===== src/design/lzwd_pkg.sv =====
`default_nettype none
package lzwd_pkg;

  localparam int unsigned WindowBytes = 4096;
  localparam int unsigned OffW        = 12;
  localparam int unsigned LenW        = 4;
  localparam int unsigned QueueDepth  = 4;

  typedef struct packed {
    logic [7:0] in_byte;
    logic       start_of_chunk;
  } in_t;

  typedef struct packed {
    logic [7:0] out_byte;
    logic       last_of_run;
    logic       end_of_stream;
  } out_t;

  typedef enum logic [1:0] {
    CMD_LIT  = 2'd0,
    CMD_COPY = 2'd1,
    CMD_EOS  = 2'd2
  } cmd_kind_t;

  typedef struct packed {
    cmd_kind_t       kind;
    logic            restart;
    logic [7:0]      lit;
    logic [OffW-1:0] offset;
    logic [LenW-1:0] len_code;
  } cmd_t;

  typedef struct packed {
    logic clearing;
  } back_status_t;

endpackage
`default_nettype wire


===== src/design/lzwd_cmd_fifo.sv =====
`default_nettype none
module lzwd_cmd_fifo #(
  parameter int unsigned DEPTH = lzwd_pkg::QueueDepth
) (
  input  wire logic           clk,
  input  wire logic           rst_n,
  input  wire logic           push,
  input  wire lzwd_pkg::cmd_t push_cmd,
  output logic                full,
  input  wire logic           pop,
  output logic                head_valid,
  output lzwd_pkg::cmd_t      head_cmd
);

  localparam int unsigned PW = (DEPTH > 1) ? $clog2(DEPTH) : 1;
  localparam int unsigned CW = $clog2(DEPTH + 1);

  lzwd_pkg::cmd_t  slot_r [DEPTH];
  logic [PW-1:0]   wr_ptr_r, wr_ptr_nxt;
  logic [PW-1:0]   rd_ptr_r, rd_ptr_nxt;
  logic [CW-1:0]   count_r, count_nxt;
  logic            do_push, do_pop;

  assign full       = (count_r == CW'(DEPTH));
  assign head_valid = (count_r != '0);
  assign head_cmd   = slot_r[rd_ptr_r];
  assign do_push    = push && !full;
  assign do_pop     = pop && head_valid;

  always_comb begin
    wr_ptr_nxt = wr_ptr_r;
    rd_ptr_nxt = rd_ptr_r;
    count_nxt  = count_r;
    if (do_push) begin
      wr_ptr_nxt = (wr_ptr_r == PW'(DEPTH - 1)) ? '0 : wr_ptr_r + PW'(1);
    end
    if (do_pop) begin
      rd_ptr_nxt = (rd_ptr_r == PW'(DEPTH - 1)) ? '0 : rd_ptr_r + PW'(1);
    end
    if (do_push && !do_pop) begin
      count_nxt = count_r + CW'(1);
    end else if (do_pop && !do_push) begin
      count_nxt = count_r - CW'(1);
    end
  end

  always_ff @(posedge clk) begin
    if (do_push) begin
      slot_r[wr_ptr_r] <= push_cmd;
    end
  end

  always_ff @(posedge clk) begin
    if (!rst_n) begin
      wr_ptr_r <= '0;
      rd_ptr_r <= '0;
      count_r  <= '0;
    end else begin
      wr_ptr_r <= wr_ptr_nxt;
      rd_ptr_r <= rd_ptr_nxt;
      count_r  <= count_nxt;
    end
  end

endmodule
`default_nettype wire


===== config.mk =====
export PLATFORM = sky130hd
export DESIGN_NAME = lzwd_cmd_fifo
export DESIGN_NICKNAME = d
export VERILOG_FILES = /design/src/design/lzwd_pkg.sv /design/src/design/lzwd_cmd_fifo.sv
export SDC_FILE = /design/constraint.sdc
export NUM_CORES = 1
export LEC_CHECK = 0
export CAP_MARGIN = 5
export CORE_MARGIN = 4
export CORE_UTILIZATION = 55
export DETAILED_ROUTE_END_ITERATION = 8
export DONT_BUFFER_PORTS = 1
export HOLD_SLACK_MARGIN = 0.08
export MAX_ROUTING_LAYER = met4
export PLACE_DENSITY = 0.77
export SYNTH_ARGS = -nofsm -noshare
export SYNTH_HDL_FRONTEND = slang
export SYNTH_SLANG_ARGS = --single-unit

===== constraint.sdc =====
create_clock -name clk -period 2.05 [get_ports clk]
set_clock_uncertainty 0.1 [all_clocks]
set_input_delay 0.41 -clock clk [delete_from_list [all_inputs] [get_ports clk]]
set_output_delay 0.41 -clock clk [all_outputs]
set_load 0.01 [all_outputs]

# Yosys cells after proc, flatten, opt, wreduce, memory -nomap -nowiden
# Memories as Yosys holds them, arrays and structs flattened. A register that Yosys moved wholly into a read port is not among the register bits.
# Cells that the tools add are included.
[word_totals] ff_bits=7 ramBits=108 word_cells=28 n_memories=1
[memory_table] name="slot_r" depth=4 width=27 read_ports=1 rd_clocked_by_memory_dff=1 wr=1 line="lzwd_cmd_fifo.sv:18" rtl="lzwd_pkg::cmd_t slot_r [DEPTH];"
[op_classes] addsub=4 n_eq_ne=3 n_mux=8 n_reduce_logical=9
[op_table] operator="$mux W2" n=4
[op_table] operator="$mux W3" n=2
[op_table] operator="$add A2 B1 Y2 const B" n=2
[op_table] operator="$eq A2 B2 Y1 const B" n=2
[op_table] operator="$logic_and A1 B1 Y1" n=4
[op_table] operator="$add A3 B1 Y3 const B" n=1
[op_table] operator="$eq A3 B3 Y1 const B" n=1
[op_table] operator="$logic_not A1 Y1" n=3
[op_table] operator="$reduce_bool A3 Y1" n=1
[op_table] operator="$sub A3 B1 Y3 const B" n=1
[op_table] operator="$mux W1" n=2
[op_table] operator="$reduce_bool A2 Y1" n=1

# Depth between registers and ports, before layout
# Gate-level depths: netlist (run 1).
[depth] word_depth=7 depth_mapped=9

# Worst setup path before layout (run 1)
# Ideal clock, no wire load.
[synth_timing] path_kind="register -> register" from="register count_r[0]" to="register count_r[2]" arrival_ns=2.033 t_required_ns=1.874 slack_ns=-0.159 stages_incl_launch_ff=8 cell_sequence="dfxtp_1 -> o31ai_1 -> ha_1 -> inv_1 -> fa_1 -> xor2_1 -> or3_1 -> a21boi_0"
[synth_between] elab_chain_len=6 word_cells_on_any_way=14
[synth_lines] item="start, declared" line="lzwd_cmd_fifo.sv:21" rtl="logic [CW-1:0] count_r, count_nxt;"
[synth_lines] item="start signal, assigned" line="lzwd_cmd_fifo.sv:61" rtl="count_r <= count_nxt;"
[synth_lines] item="parallel branches: the longest is 6 deep, another holds $sub A3 B1 Y3"
# Several ways; the timed one is not identified. The select of a mux whose other input is x is not followed.
# A chain may end at the register's enable or synchronous reset.

==> results of run 1 <==
==> kinds of logic after synthesis <==
group,after synthesis,synth area share
flops,117,0.774
compound gates,5,0.00679
fa+ha+maj,7,0.0215
xor+xnor,2,0.00396
simple gates,20,0.0246
mux,30,0.150
buf+inv,11,0.0195
==> flip-flops by register name, summed over array words and instances (netlist names), named ones only <==
register,cells
slot_r,108
count_r,3
rd_ptr_r,2
wr_ptr_r,2
==> cells in the final DEF, fill, tap and decap left out, types with 5 or more instances in the layout <==
master         synthesis  routed
buf_4                  0      13
nand2_1                6       6
dfxtp_1                9       5
and2_1                 5       5
clkinvlp_4             0       6
mux4_2                20      27
clkbuf_16              0      17
edfxtp_1             108     108
ha_1                   6       5
dlygate4sd3_1          0      28
==> what timing repair did <==
action,CTS,global route
pin swaps,6,5
setup endpoints to repair,28,28
resized for setup,14,5
endpoints found under the hold margin,117,0
setup buffers,3,0
gates cloned,0,1
hold buffers,28,0
==> critical path, stage by stage (launching register included) <==
cell and delay (ns):
dfxtp_4 0.40, clkbuf_16 0.18, mux4_2 0.55
==> area by class of cell <==
type	count	area, µm²
Clock buffer	20	425
Clock inverter	12	108
Fill cell	477	2220
Inverter	3	11.3
Multi-Input combinational cell	64	940
Sequential cell	117	3430
Tap cell	102	128
Timing Repair Buffer	48	505
==> worst max path at each step <==
stage,from,to,slack (ns),cells past startpoint
2_1_floorplan,count_r[2],count_r[2],0.001,9
3_3_place_gp,count_r[2],count_r[2],0.02,8
3_5_place_dp,count_r[2],count_r[2],-0.11,8
4_1_cts,flip-flop,head_cmd[11],-0.14,2
5_1_grt,flip-flop,head_cmd[16],-0.15,2
6_report,flip-flop,head_cmd[23],-0.09,2
==> power by group through the flow <==
stage	registers (mW)	clock network [mW]	logic (mW)
floorplan	3.05	0	1.06
global placement	3.05	0	1.29
detailed placement	3.08	0	1.36
CTS	3.05	2.63	1.52
global route	3.08	2.76	1.69
finish	3.06	2.60	1.55
==> metal layers <==
metal  vias to the layer above  GRT usage  wire (µm)
met4                         0     0.0724        130
met3                        17     0.0675        306
met1                      1091      0.227       3350
li1                        909          -          -
met2                        66      0.322       4630
met5                         -          -          0
==> stage by stage <==
step	util	std cells	setup slack, ns	power (mW)
finish	0.714	366	-0.0905	7.21
global route	0.714	366	-0.155	7.53
CTS	0.708	365	-0.137	7.19
detailed placement	0.602	302	-0.107	4.45
global placement	0.602	302	0.0184	4.34
floorplan	-	192	0.00144	4.11
==> flow_summary.ini, run 1 <==
[synthesis]
synth.cell_area_um2 = 4430
yosys-top-cells-count = edfxtp_1 (108), mux4_2 (20), dfxtp_1 (9)
ys_types = 24
synth-main-ff-cell = edfxtp_1
yosysSeqAreaShare = 0.774
synthArstFlopShare = 0
avgSynthCellArea_um2 = 23.0
synth_top_area_cell = edfxtp_1
synth_edf_count = 108
synth-seq-cells = 117
ys.warnings.count = 0
yosysMostFrequentCell = edfxtp_1
syn_nets = 230
synthCells = 192
yosys.area.top_type_share = 0.733
netlist_top_cells_area = edfxtp_1 (73%), mux4_2 (10%), mux4_1 (4.2%)

[worst_hold_path]
hold_path_depth = 4
min-delay-path-class = primary input to flip-flop
min_from = pop

[critical_path]
critical_path_class = flip-flop to primary output
crit_fanout = 8
regToRegSetupSlack_ns = 0.04
worstPathRequired_ns = 1.54
r2r_end = count_r[2]
endpoint_kind = primary output
start_kind = flip-flop
timing.rr.start = count_r[2]
crit_arrival_ns = 1.63
reg2reg_depth = 8

[die]
rows = 32
pin_count = 60
die_w_um = 97.7
coreArea_um2 = 7770
die_y_um = 97.7
initial_core_util = 0.570
dieArea_um2 = 9550

[power_and_ir_drop]
p_leak_nw = 1.84
p_switching_mw = 1.89
clkPwrFrac = 0.360
power_density_nw_per_um2 = 1300
p_sw_frac = 0.263
max-vdd-ir-drop_v = 0.000814
seqPwrFrac = 0.425
p_int_mw = 5.31
comb_power_share = 0.215

[routing]
drc_errors = 0
vias = 2083
postRouteAntennaNets = 0
dr.pass1.iters = 4
viasPerCell = 5.69
drt-initial-drc-count = 109
wl_per_cell_um = 23.0
wl_mm = 8.42

[final_layout]
n_antenna_cell = 0
final_cell_area_um2 = 5550
drive_above_1_share = 0.330
area_growth_pct = 25.4
layout.nets = 289

[clocking]
clkSinkCount = 117
root_buffer = clkbuf_8
clockBufferDepth = 2
htreeDepth = 4
path_clk_slew_ns = 0.05
clk_latency_ns = 0.50
cts_tree = yes
numCtsBuffers = 17

[sta]
slew_violations = 0
max_freq_mhz = 467
finalHoldViolations = 0
whs_ns = 0.217
slew_headroom = 0.771
rsz0062_at_grt = yes
tightest_slew_ns = 0.342
finalCritPeriodShare = 1.04
period_minus_slack_ns = 2.14
tns_ns = -2.08
setup_viol = 27
worst_slack_ns = -0.0905

[placement]
dpl-instance-area_um2 = 4670
port_buffers = 0
post-dp-hpwl_mm = 5.04
gp_congestion = 0.688

[grt]
grt_pass1_wl_mm = 13.3
grt-ovfl-total = 0
grt_pass1_vias = 2329
antenna_found_initial = 0
grtUsageTotal = 0.197
grt_start_max_net_pins = 28

[status]
violations = negative setup slack
outcome = complete, but fails checks

[run]
drv_cap = 0
Note: power is estimated with default switching activity, not from simulation.
==> inputs of run 2 (changes only) <==
Settings changed: CTS_CLUSTER_SIZE set to 12, MAX_ROUTING_LAYER met4 to not set.
==> run 2 against run 1 <==
- the run still ends with negative setup slack left
- final cell count is the same
- non-clock buffer count did not move
- critical path depth unchanged
- utilization stayed put
- sequential power about the same
- setup slack lost 0.0038 ns
- sequential cell count did not move
- routed wire length about the same
- critical path type unchanged
- critical endpoint is now head_cmd[24]
- largest cell class unchanged
- largest power group unchanged
==> flow_summary.ini, run 2 (synthesis gave the netlist of run 1 again) <==
[clocking]
htreeDepth = 4
clk_latency_ns = 0.51
clockBufferDepth = 2
cts_tree = yes
path_clk_slew_ns = 0.05
clkSinkCount = 117
root_buffer = clkbuf_8
numCtsBuffers = 17

[critical_path]
crit_arrival_ns = 1.63
worstPathCellList = clkbuf_16, mux4_2
crit_fanout = 8
critical_path_class = flip-flop to primary output
crit_family = multiplexers
worstPathRequired_ns = 1.54
max_stage_delay_ns = 0.55
start_kind = flip-flop
cp_num_buf_inv = 1
slowest_stage = mux4_2
endpoint_kind = primary output

[run]
drv_cap = 0

[placement]
gp_congestion = 0.681
post-dp-hpwl_mm = 5.04
port_buffers = 0
dpl-instance-area_um2 = 4670

[die]
initial_core_util = 0.570
die_y_um = 97.7
pin_count = 60
rows = 32
coreArea_um2 = 7770
dieArea_um2 = 9550
die_w_um = 97.7

[status]
outcome = complete, but fails checks
violations = negative setup slack

[final_layout]
regMostFlops = slot_r
n_antenna_cell = 0
final_cell_area_um2 = 5550
largest_reg_flops = 108
largestRegisters = slot_r: 108 flops, count_r: 3 flops
area_growth_pct = 25.4
final_cell_mix = edfxtp_1 (108), dlygate4sd3_1 (28), mux4_2 (27), clkbuf_16 (17), buf_4 (13)
drive_above_1_share = 0.330
final_common_cell = edfxtp_1
layout.nets = 289

[routing]
dr.pass1.iters = 4
wl_per_cell_um = 23.0
drc_errors = 0
postRouteAntennaNets = 0
viasPerCell = 5.64
wl_mm = 8.43
vias = 2066
drt-initial-drc-count = 97

[sta]
period_minus_slack_ns = 2.14
slew_headroom = 0.770
whs_ns = 0.214
rsz0062_at_grt = yes
tightest_slew_ns = 0.343
slew_violations = 0
finalCritPeriodShare = 1.05
setup_viol = 27
finalHoldViolations = 0
max_freq_mhz = 466
worst_slack_ns = -0.0943

[grt]
antenna_found_initial = 0
grt-ovfl-total = 0
grt_pass1_vias = 2328
grt_start_max_net_pins = 28
grt_pass1_wl_mm = 13.3
grtUsageTotal = 0.191

[worst_hold_path]
min-delay-path-class = primary input to flip-flop

[power_and_ir_drop]
p_leak_nw = 1.84
max-vdd-ir-drop_v = 0.000816
power_density_nw_per_um2 = 1300
-- run 2: cell counts in the layout (fill, tap and decap cells not counted) --
No cell type changed its count.
-- run 2: worst register-to-register path, stage by stage, from the launching register on --
cell	delay, ns
dfxtp_2	0.33
buf_6	0.12
o31ai_4	0.22
ha_4	0.18
inv_2	0.03
fa_2	0.34
xor2_2	0.15
or3_1	0.33
a21boi_1	0.14
-- run 2: timing repair --
| action | in CTS | in global routing |
|---|---|---|
| setup buffers | 3 | 0 |
| gates resized for setup | 14 | 5 |
| setup endpoints to repair | 28 | 28 |
| hold endpoints to repair | 117 | 0 |
| gates cloned | 0 | 1 |
| pin swaps | 6 | 5 |
| hold buffers | 28 | 0 |
-- run 2: where the power goes --
group / total [mW] / leakage (nW) / switching (mW) / internal, mW
logic: 1.55 / 0.530 / 0.759 / 0.789
clock network: 2.61 / 0.243 / 1.01 / 1.60
registers: 3.06 / 1.07 / 0.133 / 2.93
-- run 2: area by class of cell --
class                           instances  area, µm²
Timing Repair Buffer                   48        505
Sequential cell                       117       3430
Inverter                                3       11.3
Tap cell                              102        128
Clock buffer                           20        425
Fill cell                             477       2220
Multi-Input combinational cell         64        940
Clock inverter                         12        108
-- run 2: per-stage QoR --
stage	worst slack [ns]	std cells	power, mW	setup TNS [ns]	utilization
floorplan	0.00144	192	4.11	0	-
global placement	0.0184	302	4.34	0	0.602
detailed placement	-0.107	302	4.45	-0.107	0.602
CTS	-0.137	365	7.19	-3.31	0.708
global route	-0.156	366	7.53	-3.98	0.714
finish	-0.0943	366	7.22	-2.15	0.714
-- run 2: per-layer routing --
metal | track usage | wire length (µm) | vias up
met3 | 0.0689 | 356 | 16
met2 | 0.322 | 4640 | 65
met5 | 0 | 0 | -
met4 | 0.0724 | 135 | 0
met1 | 0.226 | 3300 | 1076
li1 | - | - | 909
-- run 2: final timing paths --
check        depth (start not counted)         from  slack [ns]      endpoint
max                                  2    flip-flop       -0.09  head_cmd[24]
min                                  4          pop        0.21     flip-flop
max reg2reg                          8   count_r[2]        0.04    count_r[2]
min reg2reg                          2  wr_ptr_r[1]        0.41   wr_ptr_r[1]
