File: config.mk
export PLATFORM = sky130hd
export DESIGN_NAME = lzwd_front
export DESIGN_NICKNAME = d
export VERILOG_FILES = /design/src/design/lzwd_pkg.sv /design/src/design/lzwd_front.sv
export SDC_FILE = /design/constraint.sdc
export NUM_CORES = 1
export LEC_CHECK = 0
export ABC_AREA = 1
export ABC_CLOCK_PERIOD_IN_PS = 2000
export BUFFER_PORTS_ARGS = -buffer_cell sky130_fd_sc_hd__buf_4
export CAP_MARGIN = 5
export CORE_MARGIN = 2
export CORE_UTILIZATION = 51
export DETAILED_ROUTE_END_ITERATION = 8
export PLACE_DENSITY = 0.79
export SYNTH_ARGS = -nofsm -noshare
export SYNTH_HDL_FRONTEND = slang
export SYNTH_SLANG_ARGS = --single-unit
File: constraint.sdc
create_clock -name clk -period 2 [get_ports clk]
set_clock_uncertainty 0.1 [all_clocks]
set_input_delay 0.5 -clock clk [delete_from_list [all_inputs] [get_ports clk]]
set_output_delay 0.5 -clock clk [all_outputs]
set_load 0.03 [all_outputs]
File: src/design/lzwd_pkg.sv
`default_nettype none
package lzwd_pkg;

  localparam int unsigned WindowBytes = 4096;
  localparam int unsigned OffW        = 12;
  localparam int unsigned LenW        = 4;
  localparam int unsigned QueueDepth  = 4;

  typedef struct packed {
    logic [7:0] in_byte;
    logic       start_of_chunk;
  } in_t;

  typedef struct packed {
    logic [7:0] out_byte;
    logic       last_of_run;
    logic       end_of_stream;
  } out_t;

  typedef enum logic [1:0] {
    CMD_LIT  = 2'd0,
    CMD_COPY = 2'd1,
    CMD_EOS  = 2'd2
  } cmd_kind_t;

  typedef struct packed {
    cmd_kind_t       kind;
    logic            restart;
    logic [7:0]      lit;
    logic [OffW-1:0] offset;
    logic [LenW-1:0] len_code;
  } cmd_t;

  typedef struct packed {
    logic clearing;
  } back_status_t;

endpackage
`default_nettype wire

File: src/design/lzwd_front.sv
`default_nettype none
module lzwd_front (
  input  wire logic                  clk,
  input  wire logic                  rst_n,
  input  wire logic                  in_valid,
  output logic                       in_ready,
  input  wire lzwd_pkg::in_t         in_data,
  input  wire lzwd_pkg::back_status_t status,
  input  wire logic                  q_full,
  output logic                       q_push,
  output lzwd_pkg::cmd_t             q_cmd
);

  typedef enum logic [2:0] {
    PH_TAG  = 3'b001,
    PH_ITEM = 3'b010,
    PH_HIGH = 3'b100
  } phase_t;

  phase_t      phase_r, phase_nxt;
  logic [7:0]  flag_byte_r, flag_byte_nxt;
  logic [2:0]  flag_pos_r, flag_pos_nxt;
  logic [7:0]  low_r, low_nxt;
  logic        finished_r, finished_nxt;
  logic        restart_pend_r, restart_pend_nxt;

  logic        accept;
  phase_t      ph_eff;
  logic        fin_eff;
  logic [lzwd_pkg::OffW-1:0] token_off;

  assign in_ready  = !status.clearing && !q_full;
  assign accept    = in_valid && in_ready;
  assign token_off = {in_data.in_byte, low_r[7:4]};

  always_comb begin
    phase_nxt        = phase_r;
    flag_byte_nxt    = flag_byte_r;
    flag_pos_nxt     = flag_pos_r;
    low_nxt          = low_r;
    finished_nxt     = finished_r;
    restart_pend_nxt = restart_pend_r;
    q_push           = 1'b0;
    q_cmd.kind       = lzwd_pkg::CMD_LIT;
    q_cmd.restart    = restart_pend_r;
    q_cmd.lit        = in_data.in_byte;
    q_cmd.offset     = token_off;
    q_cmd.len_code   = low_r[lzwd_pkg::LenW-1:0];
    ph_eff           = in_data.start_of_chunk ? PH_TAG : phase_r;
    fin_eff          = in_data.start_of_chunk ? 1'b0 : finished_r;

    if (accept) begin
      if (in_data.start_of_chunk) begin
        finished_nxt     = 1'b0;
        flag_pos_nxt     = 3'd0;
        phase_nxt        = PH_TAG;
        restart_pend_nxt = 1'b1;
      end
      if (!fin_eff) begin
        case (ph_eff)
          PH_ITEM: begin
            if (!flag_byte_r[flag_pos_r]) begin
              q_push     = 1'b1;
              q_cmd.kind = lzwd_pkg::CMD_LIT;
              if (flag_pos_r == 3'd7) begin
                flag_pos_nxt = 3'd0;
                phase_nxt    = PH_TAG;
              end else begin
                flag_pos_nxt = flag_pos_r + 3'd1;
                phase_nxt    = PH_ITEM;
              end
            end else begin
              low_nxt   = in_data.in_byte;
              phase_nxt = PH_HIGH;
            end
          end
          PH_HIGH: begin
            q_push = 1'b1;
            if (token_off == '0) begin
              q_cmd.kind   = lzwd_pkg::CMD_EOS;
              finished_nxt = 1'b1;
              phase_nxt    = PH_TAG;
            end else begin
              q_cmd.kind = lzwd_pkg::CMD_COPY;
              if (flag_pos_r == 3'd7) begin
                flag_pos_nxt = 3'd0;
                phase_nxt    = PH_TAG;
              end else begin
                flag_pos_nxt = flag_pos_r + 3'd1;
                phase_nxt    = PH_ITEM;
              end
            end
          end
          default: begin
            // tag byte, also any stray phase code
            flag_byte_nxt = in_data.in_byte;
            flag_pos_nxt  = 3'd0;
            phase_nxt     = PH_ITEM;
          end
        endcase
        if (q_push) begin
          restart_pend_nxt = 1'b0;
        end
      end
    end
  end

  always_ff @(posedge clk) begin
    if (!rst_n) begin
      phase_r        <= PH_TAG;
      flag_byte_r    <= '0;
      flag_pos_r     <= '0;
      low_r          <= '0;
      finished_r     <= 1'b0;
      restart_pend_r <= 1'b0;
    end else begin
      phase_r        <= phase_nxt;
      flag_byte_r    <= flag_byte_nxt;
      flag_pos_r     <= flag_pos_nxt;
      low_r          <= low_nxt;
      finished_r     <= finished_nxt;
      restart_pend_r <= restart_pend_nxt;
    end
  end

endmodule
`default_nettype wire

# After elaboration in Yosys (flattened, before gate mapping)
# Index checks and enable logic that the tools add are counted.
[word_totals]
word_cells = 52
regBits = 24
in_bits = 14
[op_classes]
n_mux = 31
reduce_logical = 8
add_sub_neg = 1
n_bitwise = 2
magnitude_cmp = 1
n_eq_ne = 3
[op_table]
columns = ["operator", "n"]
rows = [
  ["two-way mux 3 bit", 9],
  ["two-way mux 1 bit", 13],
  ["zero test 12 bit", 1],
  ["one-hot mux 3 bit (2 select lines)", 2],
  ["two-way mux 2 bit", 5],
  ["equality test 3 bit, second input constant", 2],
  ["< comparator 3 x 4 -> 1 bit, second input constant", 1],
  ["AND reduction 4 bit", 1],
  ["adder 3 x 1 -> 3 bit, second input constant", 1],
  ["binary-select mux 1 bit (select 3 bit)", 1],
  ["equality test 3 x 2 -> 1 bit, second input constant", 1],
  ["AND reduction 3 bit", 1],
  ["logical AND 1 bit", 2],
  ["zero test 1 bit", 2],
  ["inverter 1 bit", 2],
  ["one-hot mux 1 bit (2 select lines)", 1],
  ["OR reduction 2 bit", 1],
]

# Depth between registers and ports, before layout
# Gate-level depths: netlist (run 1).
[logic_depth]
word_depth = 8
depth_mapped = 11
ltp_nobuf = 11

# Least setup slack after synthesis (run 1)
# No wires, ideal clock.
[synth_path]
path_kind = "input to output"
start = "in q_full"
end = "out q_push"
path_stages = 5
arrival_time_ns = 1.776
n_path_buf = 0
required_time_ns = 1.400
path_slack_ns = -0.376
cell_sequence = "nor2_2 -> nand2_2 -> nor2_4 -> inv_2 -> a21oi_1"
[synth_between]
elab_chain_len = 4
[synth_rtl]
columns = ["element", "line_no", "text"]
rows = [
  ["start, declared", "lzwd_front.sv:9", "input wire logic q_full,"],
  ["zero test 1 bit", "lzwd_front.sv:32", "assign in_ready = !status.clearing && !q_full;"],
  ["logical AND 1 bit", "lzwd_front.sv:32", ""],
  ["logical AND 1 bit", "lzwd_front.sv:33", "assign accept = in_valid && in_ready;"],
  ["two-way mux 1 bit", "lzwd_front.sv:52", "if (accept) begin"],
  ["end, declared", "lzwd_front.sv:10", "output logic q_push,"],
]
# Every way passes these cells.

# Worst setup path after layout (run 1)
[layout_path]
start = "reg flag_pos_r[0]"
end = "out q_push"
[layout_between]
elab_chain_len = 8
[layout_rtl]
columns = ["element", "line_no", "text"]
rows = [
  ["start, declared", "lzwd_front.sv:22", "logic [2:0] flag_pos_r, flag_pos_nxt;"],
  ["start signal, assigned", "lzwd_front.sv:119", "flag_pos_r <= flag_pos_nxt;"],
  ["binary-select mux 1 bit (select 3 bit)", "lzwd_front.sv:62", "if (!flag_byte_r[flag_pos_r]) begin"],
  ["two-way mux 1 bit (implied by the code)", "lzwd_front.sv:62", ""],
  ["two-way mux 1 bit", "lzwd_front.sv:62", ""],
  ["one-hot mux 1 bit (2 select lines)", "lzwd_front.sv:60", "case (ph_eff)"],
  ["two-way mux 1 bit", "lzwd_front.sv:59", "if (!fin_eff) begin"],
  ["two-way mux 1 bit", "lzwd_front.sv:52", ""],
  ["two-way mux 1 bit", "lzwd_front.sv:59", ""],
  ["two-way mux 1 bit", "lzwd_front.sv:52", ""],
]
# Every way passes these cells. The select of a mux whose other input is x is not followed.

==> results.txt, run 1 <==
DRC violation count after routing: 0
arrival time at the worst endpoint: 1.44 ns
placed wire-length estimate after detailed placement: 2.57 mm
delay of the slowest critical-path stage: 0.39 ns
via count of the first global-routing pass: 1269
hold bufs inserted after CTS: 0
Via density: 5.20
effective utilization at floorplan: 52.7%
transition time of the tightest slew-check pin: 0.274 ns
R2R Path End: flag_byte_r[3]
Post-DP Area: 1820 sq um
Max Root-Sink Buffers: 2
Final Instance Count excl. Fillers: 292
hold-critical path depth: 2
nets: 278
DIE AREA: 3210 sq um
time the final worst path needs with I/O delays and setup: 2.04 ns
placer's final routability congestion estimate: 0.829
worst-path cell chain: inv_4 > nand2_1 > nand3_2 > nand3_4 > nand2_4 > nand2_4 > a21oi_4 > buf_6
cell type with the largest total area after synthesis: dfxtp_1
outcome: complete, but fails checks
length of the first detailed-routing pass in iterations: 4
Worst-Skew Late Latency: 0.31 ns
violated checks: setup timing
post-synth design cell area: 1420 sq um
number of cell instances on the worst register-to-register path: 9
sequential fraction of the synthesis area: 33.9%
DP Cell Count: 277
hold violation total from the final report: 0
top fanout value on the critical path: 6
average wire length per cell after detail routing: 12.4 microns
ys flop type: dfxtp_1
count of different cell masters after synthesis: 28
critical path capture point: q_push
CTS Buf Count: 3
CTS H-tree lvls: 1
initial antenna violation count: 0
synthesized netlist net count: 218
Die W: 56.7 microns
CP max stage cell: dfxtp_4
most numerous cell types in the synthesized netlist: 31 x nand2_1, 28 x nor2_1, 24 x dfxtp_1
die outline height: 56.7 microns
count of mapped cells out of synthesis: 202
Min-Delay Path Class: reg2reg
maximum resistive drop on vdd: 0.470 mV
Setup CP Type: reg2out
CTS tree: yes
Slew Viols, Final: 0
antenna violation net count after detailed routing: 0
Yosys warnings: 0
Slew HR: 81.6%
CP dominant cell by count: nand2_4
Synth Area per Inst: 7.01 sq um
wire length of the first global-routing pass: 5.68 mm
DRT iter0 DRCs: 48
overflow left after global routing: 0
share of the synthesized area in the top cell type: 33.9%
data required time at the worst endpoint: 1.40 ns
period utilization: 102%
share of async-settable or async-resettable flops after synthesis: 0%
Seq. cell area: 490 sq um
total via count in the routed design: 1519
share of final-layout standard cells stronger than drive strength 1: 44.4%
antenna cell count: 0
area inside the core boundary: 2690 sq um
endpoint class of the critical path: output port
maximum frequency from static timing analysis: 490 MHz
number of fill cells: 200
register-to-register path setup slack: 0.31 ns
reg-to-reg critical path startpoint: finished_r
number of cell rows: 19
number of ports placed on the die boundary: 43
routed wire length: 3.63 mm
unrepaired setup endpoints after global routing: yes
clock transition at the register clock pins on the worst setup and hold paths after CTS: 0.13 ns
path length in cells of the critical path: 8
cell at the root of the clock tree: clkbuf_4
footprint of the multi-input gates: 771 sq um
EDFF count, synth: 0
Seq cells post-synth: 24
Hold Crit Start: flag_byte_r[6]
worst setup slack after layout: -0.0400 ns
final setup fails: 3
startpoint kind of the worst setup timing path: register
areal power density over the cells: 484 nW/um^2
critical path startpoint: flag_pos_r[0]
leading post-synthesis cells by cell area: dfxtp_1 34%, buf_4 9.0%, nand2_1 8.2%
Layout Area Growth over Synthesis: 42.7%
final design instance area without fill: 2020 sq um
most common cell in the synthesized netlist: nand2_1
worst path buffer plus inverter count: 2
Crit path max-delay family: simple AND/OR/NAND/NOR gates
number of sinks handled by clock tree synthesis: 24
number of violations of the max-capacitance limit: 0
Leakage: 0.987 nW
port bufs: 42
GRT Util Overall: 22.1%
largest net degree at the start of global routing: 24
cell usage in the layout (no fill, tap or decap):
cell type / count
buf_4: 72
nand2_1: 27
nor2_1: 24
inv_1: 21
dfxtp_1: 20
o21ai_0: 17
a21oi_1: 15
nand3_1: 10
nor2_4: 5
nand2_2: 5
nand3_2: 5
inv_2: 4
nor2_2: 3
nand4_1: 3
o21ai_1: 3
clkbuf_4: 3
buf_6: 3
inv_4: 2
nand3_4: 2
nand2_4: 2
ha_1: 2
dfxtp_4: 2
dfxtp_2: 2
nor3b_4: 1
nor3_4: 1
clkinv_1: 1
a21oi_4: 1
o21a_1: 1
nor2_8: 1
a21oi_2: 1
a221oi_1: 1
clkbuf_8: 1
worst min-delay path, delay by kind of cell (launching register included):
family | cells | cell delay, ns
buffers and inverters | 1 | 0.06
AOI/OAI and AO/OA | 1 | 0.05
DFF | 1 | 0.32
flip-flops by register name, summed over array words and instances (netlist names):
signal	flops
flag_byte_r	8
low_r	8
flag_pos_r	3
phase_r	3
finished_r	1
restart_pend_r	1
area by class of cell:
class                      instances  area share [%]
inverter                          28            5.45
sequential                        24            24.3
multi-input combinational        130            38.1
timing repair buffer              75            28.4
clock buffer                       4            1.80
tap                               31            1.92
cell families (layout without fill, tap and decap cells):
logic type                 after synthesis  count (layout)  share of synthesized area (%)
and+or+nand+nor                         89              89                           31.8
buffers and inverters                   48             107                           18.0
AOI/OAI and AO/OA                       39              39                           14.5
adders and majority gates                2               2                           1.77
DFF                                     24              24                           33.9
power breakdown:
| group | internal [mW] | total [mW] | switching [mW] |
|---|---|---|---|
| Combinational | 0.0937 | 0.222 | 0.128 |
| Clock | 0.111 | 0.256 | 0.145 |
| Sequential | 0.490 | 0.500 | 0.00919 |
worst min path at each step:
stage                     endpoint
floorplan           flag_byte_r[1]
global placement    flag_byte_r[1]
detailed placement  flag_byte_r[6]
CTS                 flag_byte_r[1]
global route            phase_r[0]
finish              flag_byte_r[6]
repair_timing:
item                       CTS  global route
resized for setup           15             9
setup endpoints to repair    3             3
pin swaps                    6             6
setup buffers                6             5
stage by stage:
stage | hold slack (ns) | setup WS (ns) | util, % | TNS [ns] | total power, mW
global route | 0.368 | -0.126 | 75.2 | -0.339 | 1.03
global placement | 0.340 | -0.00374 | 67.7 | -0.00374 | 0.709
finish | 0.364 | -0.0400 | 75.2 | -0.0873 | 0.977
floorplan | 0.329 | 0.0212 | - | 0 | 0.641
detailed placement | 0.346 | -0.0398 | 67.7 | -0.0572 | 0.713
CTS | 0.365 | -0.0616 | 72.4 | -0.0616 | 0.970
routing by layer:
layer / global-route usage (%) / routed length, microns
met1: 32.6 / 1630
met2: 34.4 / 1750
met3: 2.76 / 220
met4: 5.10 / 31
met5: 0 / 0
(Power assumes the default switching activity.)
==> run 2: changes to the inputs <==
--- a/config.mk
+++ b/config.mk
@@ -12,7 +12,7 @@
 export CORE_MARGIN = 2
 export CORE_UTILIZATION = 51
 export DETAILED_ROUTE_END_ITERATION = 8
-export PLACE_DENSITY = 0.79
+export PLACE_DENSITY = 0.82
 export SYNTH_ARGS = -nofsm -noshare
 export SYNTH_HDL_FRONTEND = slang
 export SYNTH_SLANG_ARGS = --single-unit
==> run 2 against run 1 <==
Net effect: the flow still finishes with violations (setup timing); sequential power about the same; global-route usage increased by 2.8 points; core utilization increased by 0.89 points; cell count unchanged; first-iteration DRC count increased by 19%; critical endpoint is now q_cmd[25]; largest cell class unchanged; highest routed layer unchanged.
==> results.txt, run 2 (synthesis results as in run 1) <==
data required time at the worst endpoint: 1.40 ns (about the same)
maximum resistive drop on vdd: 0.415 mV (-12%)
Min-Delay Path Class: reg2reg
number of sinks handled by clock tree synthesis: 24 (unchanged)
number of fill cells: 179 (-11%)
footprint of the multi-input gates: 788 sq um (+2.3%)
time the final worst path needs with I/O delays and setup: 2.12 ns (+0.0782 ns)
top fanout value on the critical path: 3 (-3)
Layout Area Growth over Synthesis: 44.3%
areal power density over the cells: 479 nW/um^2 (-0.86%)
length of the first detailed-routing pass in iterations: 5 (+1)
via count of the first global-routing pass: 1434 (+13%)
placer's final routability congestion estimate: 0.920 (+11%)
transition time of the tightest slew-check pin: 0.280 ns (+0.00580 ns)
number of ports placed on the die boundary: 43 (unchanged)
CTS Buf Count: 3 (unchanged)
number of cell rows: 19 (unchanged)
Max Root-Sink Buffers: 2 (unchanged)
worst setup slack after layout: -0.118 ns (-0.0782 ns)
DRC violation count after routing: 0 (unchanged)
Leakage: 0.985 nW (-0.22%)
DRT iter0 DRCs: 57 (+19%)
endpoint class of the critical path: output port
register-to-register path setup slack: 0.24 ns (-0.07 ns)
DIE AREA: 3210 sq um (unchanged)
area inside the core boundary: 2690 sq um (unchanged)
worst path buffer plus inverter count: 1 (-1)
delay of the slowest critical-path stage: 0.35 ns (-0.04 ns)
share of final-layout standard cells stronger than drive strength 1: 46.7% (+2.3 points)
antenna cell count: 0 (unchanged)
violated checks: setup timing
leading cell types in the layout, fill and taps excluded: 71 x buf_4, 25 x nor2_1, 23 x nand2_1
routed wire length: 4.28 mm (+18%)
maximum frequency from static timing analysis: 472 MHz (-3.7%)
Via density: 5.36 (+3.0%)
final design instance area without fill: 2040 sq um (+1.2%)
registers with the highest flip-flop counts: flag_byte_r (8), low_r (8)
period utilization: 106% (+3.9 points)
startpoint kind of the worst setup timing path: register
unrepaired setup endpoints after global routing: yes
final hold slack: 0.372 ns (+0.00823 ns)
effective utilization at floorplan: 52.7% (unchanged)
outcome: complete, but fails checks
initial antenna violation count: 0 (unchanged)
Die W: 56.7 microns (unchanged)
arrival time at the worst endpoint: 1.52 ns (+0.08 ns)
worst-path cell chain: nor2_1 > nor3b_4 > nand2_2 > nand2_4 > nor2_4 > buf_6
Final Power: 0.980 mW (+0.30%)
placed wire-length estimate after detailed placement: 2.68 mm (+4.0%)
port bufs: 42 (unchanged)
average wire length per cell after detail routing: 14.7 microns (+18%)
hold violation total from the final report: 0 (unchanged)
Slew Viols, Final: 0 (unchanged)
die outline height: 56.7 microns (unchanged)
Post-DP Area: 1800 sq um (-1.2%)
Seq. cell area: 493 sq um (+0.51%)
nets: 278 (unchanged)
Worst-Skew Late Latency: 0.31 ns (about the same)
Setup CP Type: reg2out
number of violations of the max-capacitance limit: 0 (unchanged)
CP max stage cell: dfxtp_2
Slew HR: 81.3% (-0.39 points)
CTS H-tree lvls: 1 (unchanged)
cell at the root of the clock tree: clkbuf_4
largest net degree at the start of global routing: 24 (unchanged)
total via count in the routed design: 1564 (+3.0%)
final setup fails: 3 (unchanged)
wire length of the first global-routing pass: 6.36 mm (+12%)
CTS tree: yes
antenna violation net count after detailed routing: 0 (unchanged)
GRT Util Overall: 25.0% (+2.8 points)
clock transition at the register clock pins on the worst setup and hold paths after CTS: 0.13 ns (about the same)
most common cell after layout, fill and taps aside: buf_4
overflow left after global routing: 0 (unchanged)
Crit path max-delay family: simple AND/OR/NAND/NOR gates
==> run 2: cell counts in the layout (fill, tap and decap cells not counted) <==
No cell type changed its count.
==> run 2: cell type report <==
class                   count  share of cell area, %
clock buffers               4                   1.77
inverters                  28                   5.39
multi-input cells         130                   38.6
flip-flops and latches     24                   24.1
well taps                  31                   1.90
repair buffers             75                   28.3
==> run 2: metal layers <==
metal	wire length, microns	track usage [%]	up-vias
li1	-	-	756
met1	1770	33.3	730
met2	2210	41.0	68
met3	236	3.69	10
met4	65	8.50	0
met5	0	0	-
==> run 2: stage by stage <==
stage	setup TNS, ns	util (%)	worst slack [ns]	std cells
after floorplan	0	-	0.0212	202
after global placement	-0.0303	66.9	-0.0209	274
after detailed placement	-0.0942	66.9	-0.0521	274
after CTS	-0.136	72.8	-0.0595	286
after global routing	-0.494	76.1	-0.176	292
final	-0.305	76.1	-0.118	292
==> run 2: repair_timing <==
| item | 4_1_cts | 5_1_grt |
|---|---|---|
| resized for setup | 20 | 12 |
| setup buffers | 8 | 6 |
| setup endpoints to repair | 3 | 3 |
| hold buffers | 0 | 0 |
| cloned | 0 | 0 |
| pin swaps | 9 | 11 |
==> run 2: power by group <==
group | internal (mW) | switching [mW]
clock | 0.111 | 0.142
combinational | 0.0938 | 0.133
sequential | 0.491 | 0.00947
total | 0.695 | 0.285
==> run 2: final timing paths <==
path | to | start | cells past startpoint
worst min-delay path | flag_byte_r[3] | flag_byte_r[3] | 2
worst max-delay path | q_cmd[25] | low_r[6] | 6
worst max register to register | phase_r[0] | low_r[6] | 10
worst min register to register | flag_byte_r[3] | flag_byte_r[3] | 2
==> run 2: tightest hold or removal path: stages (launching register included) <==
cell     delay (ns)
dfxtp_1        0.32
inv_1          0.06
a21oi_1        0.06
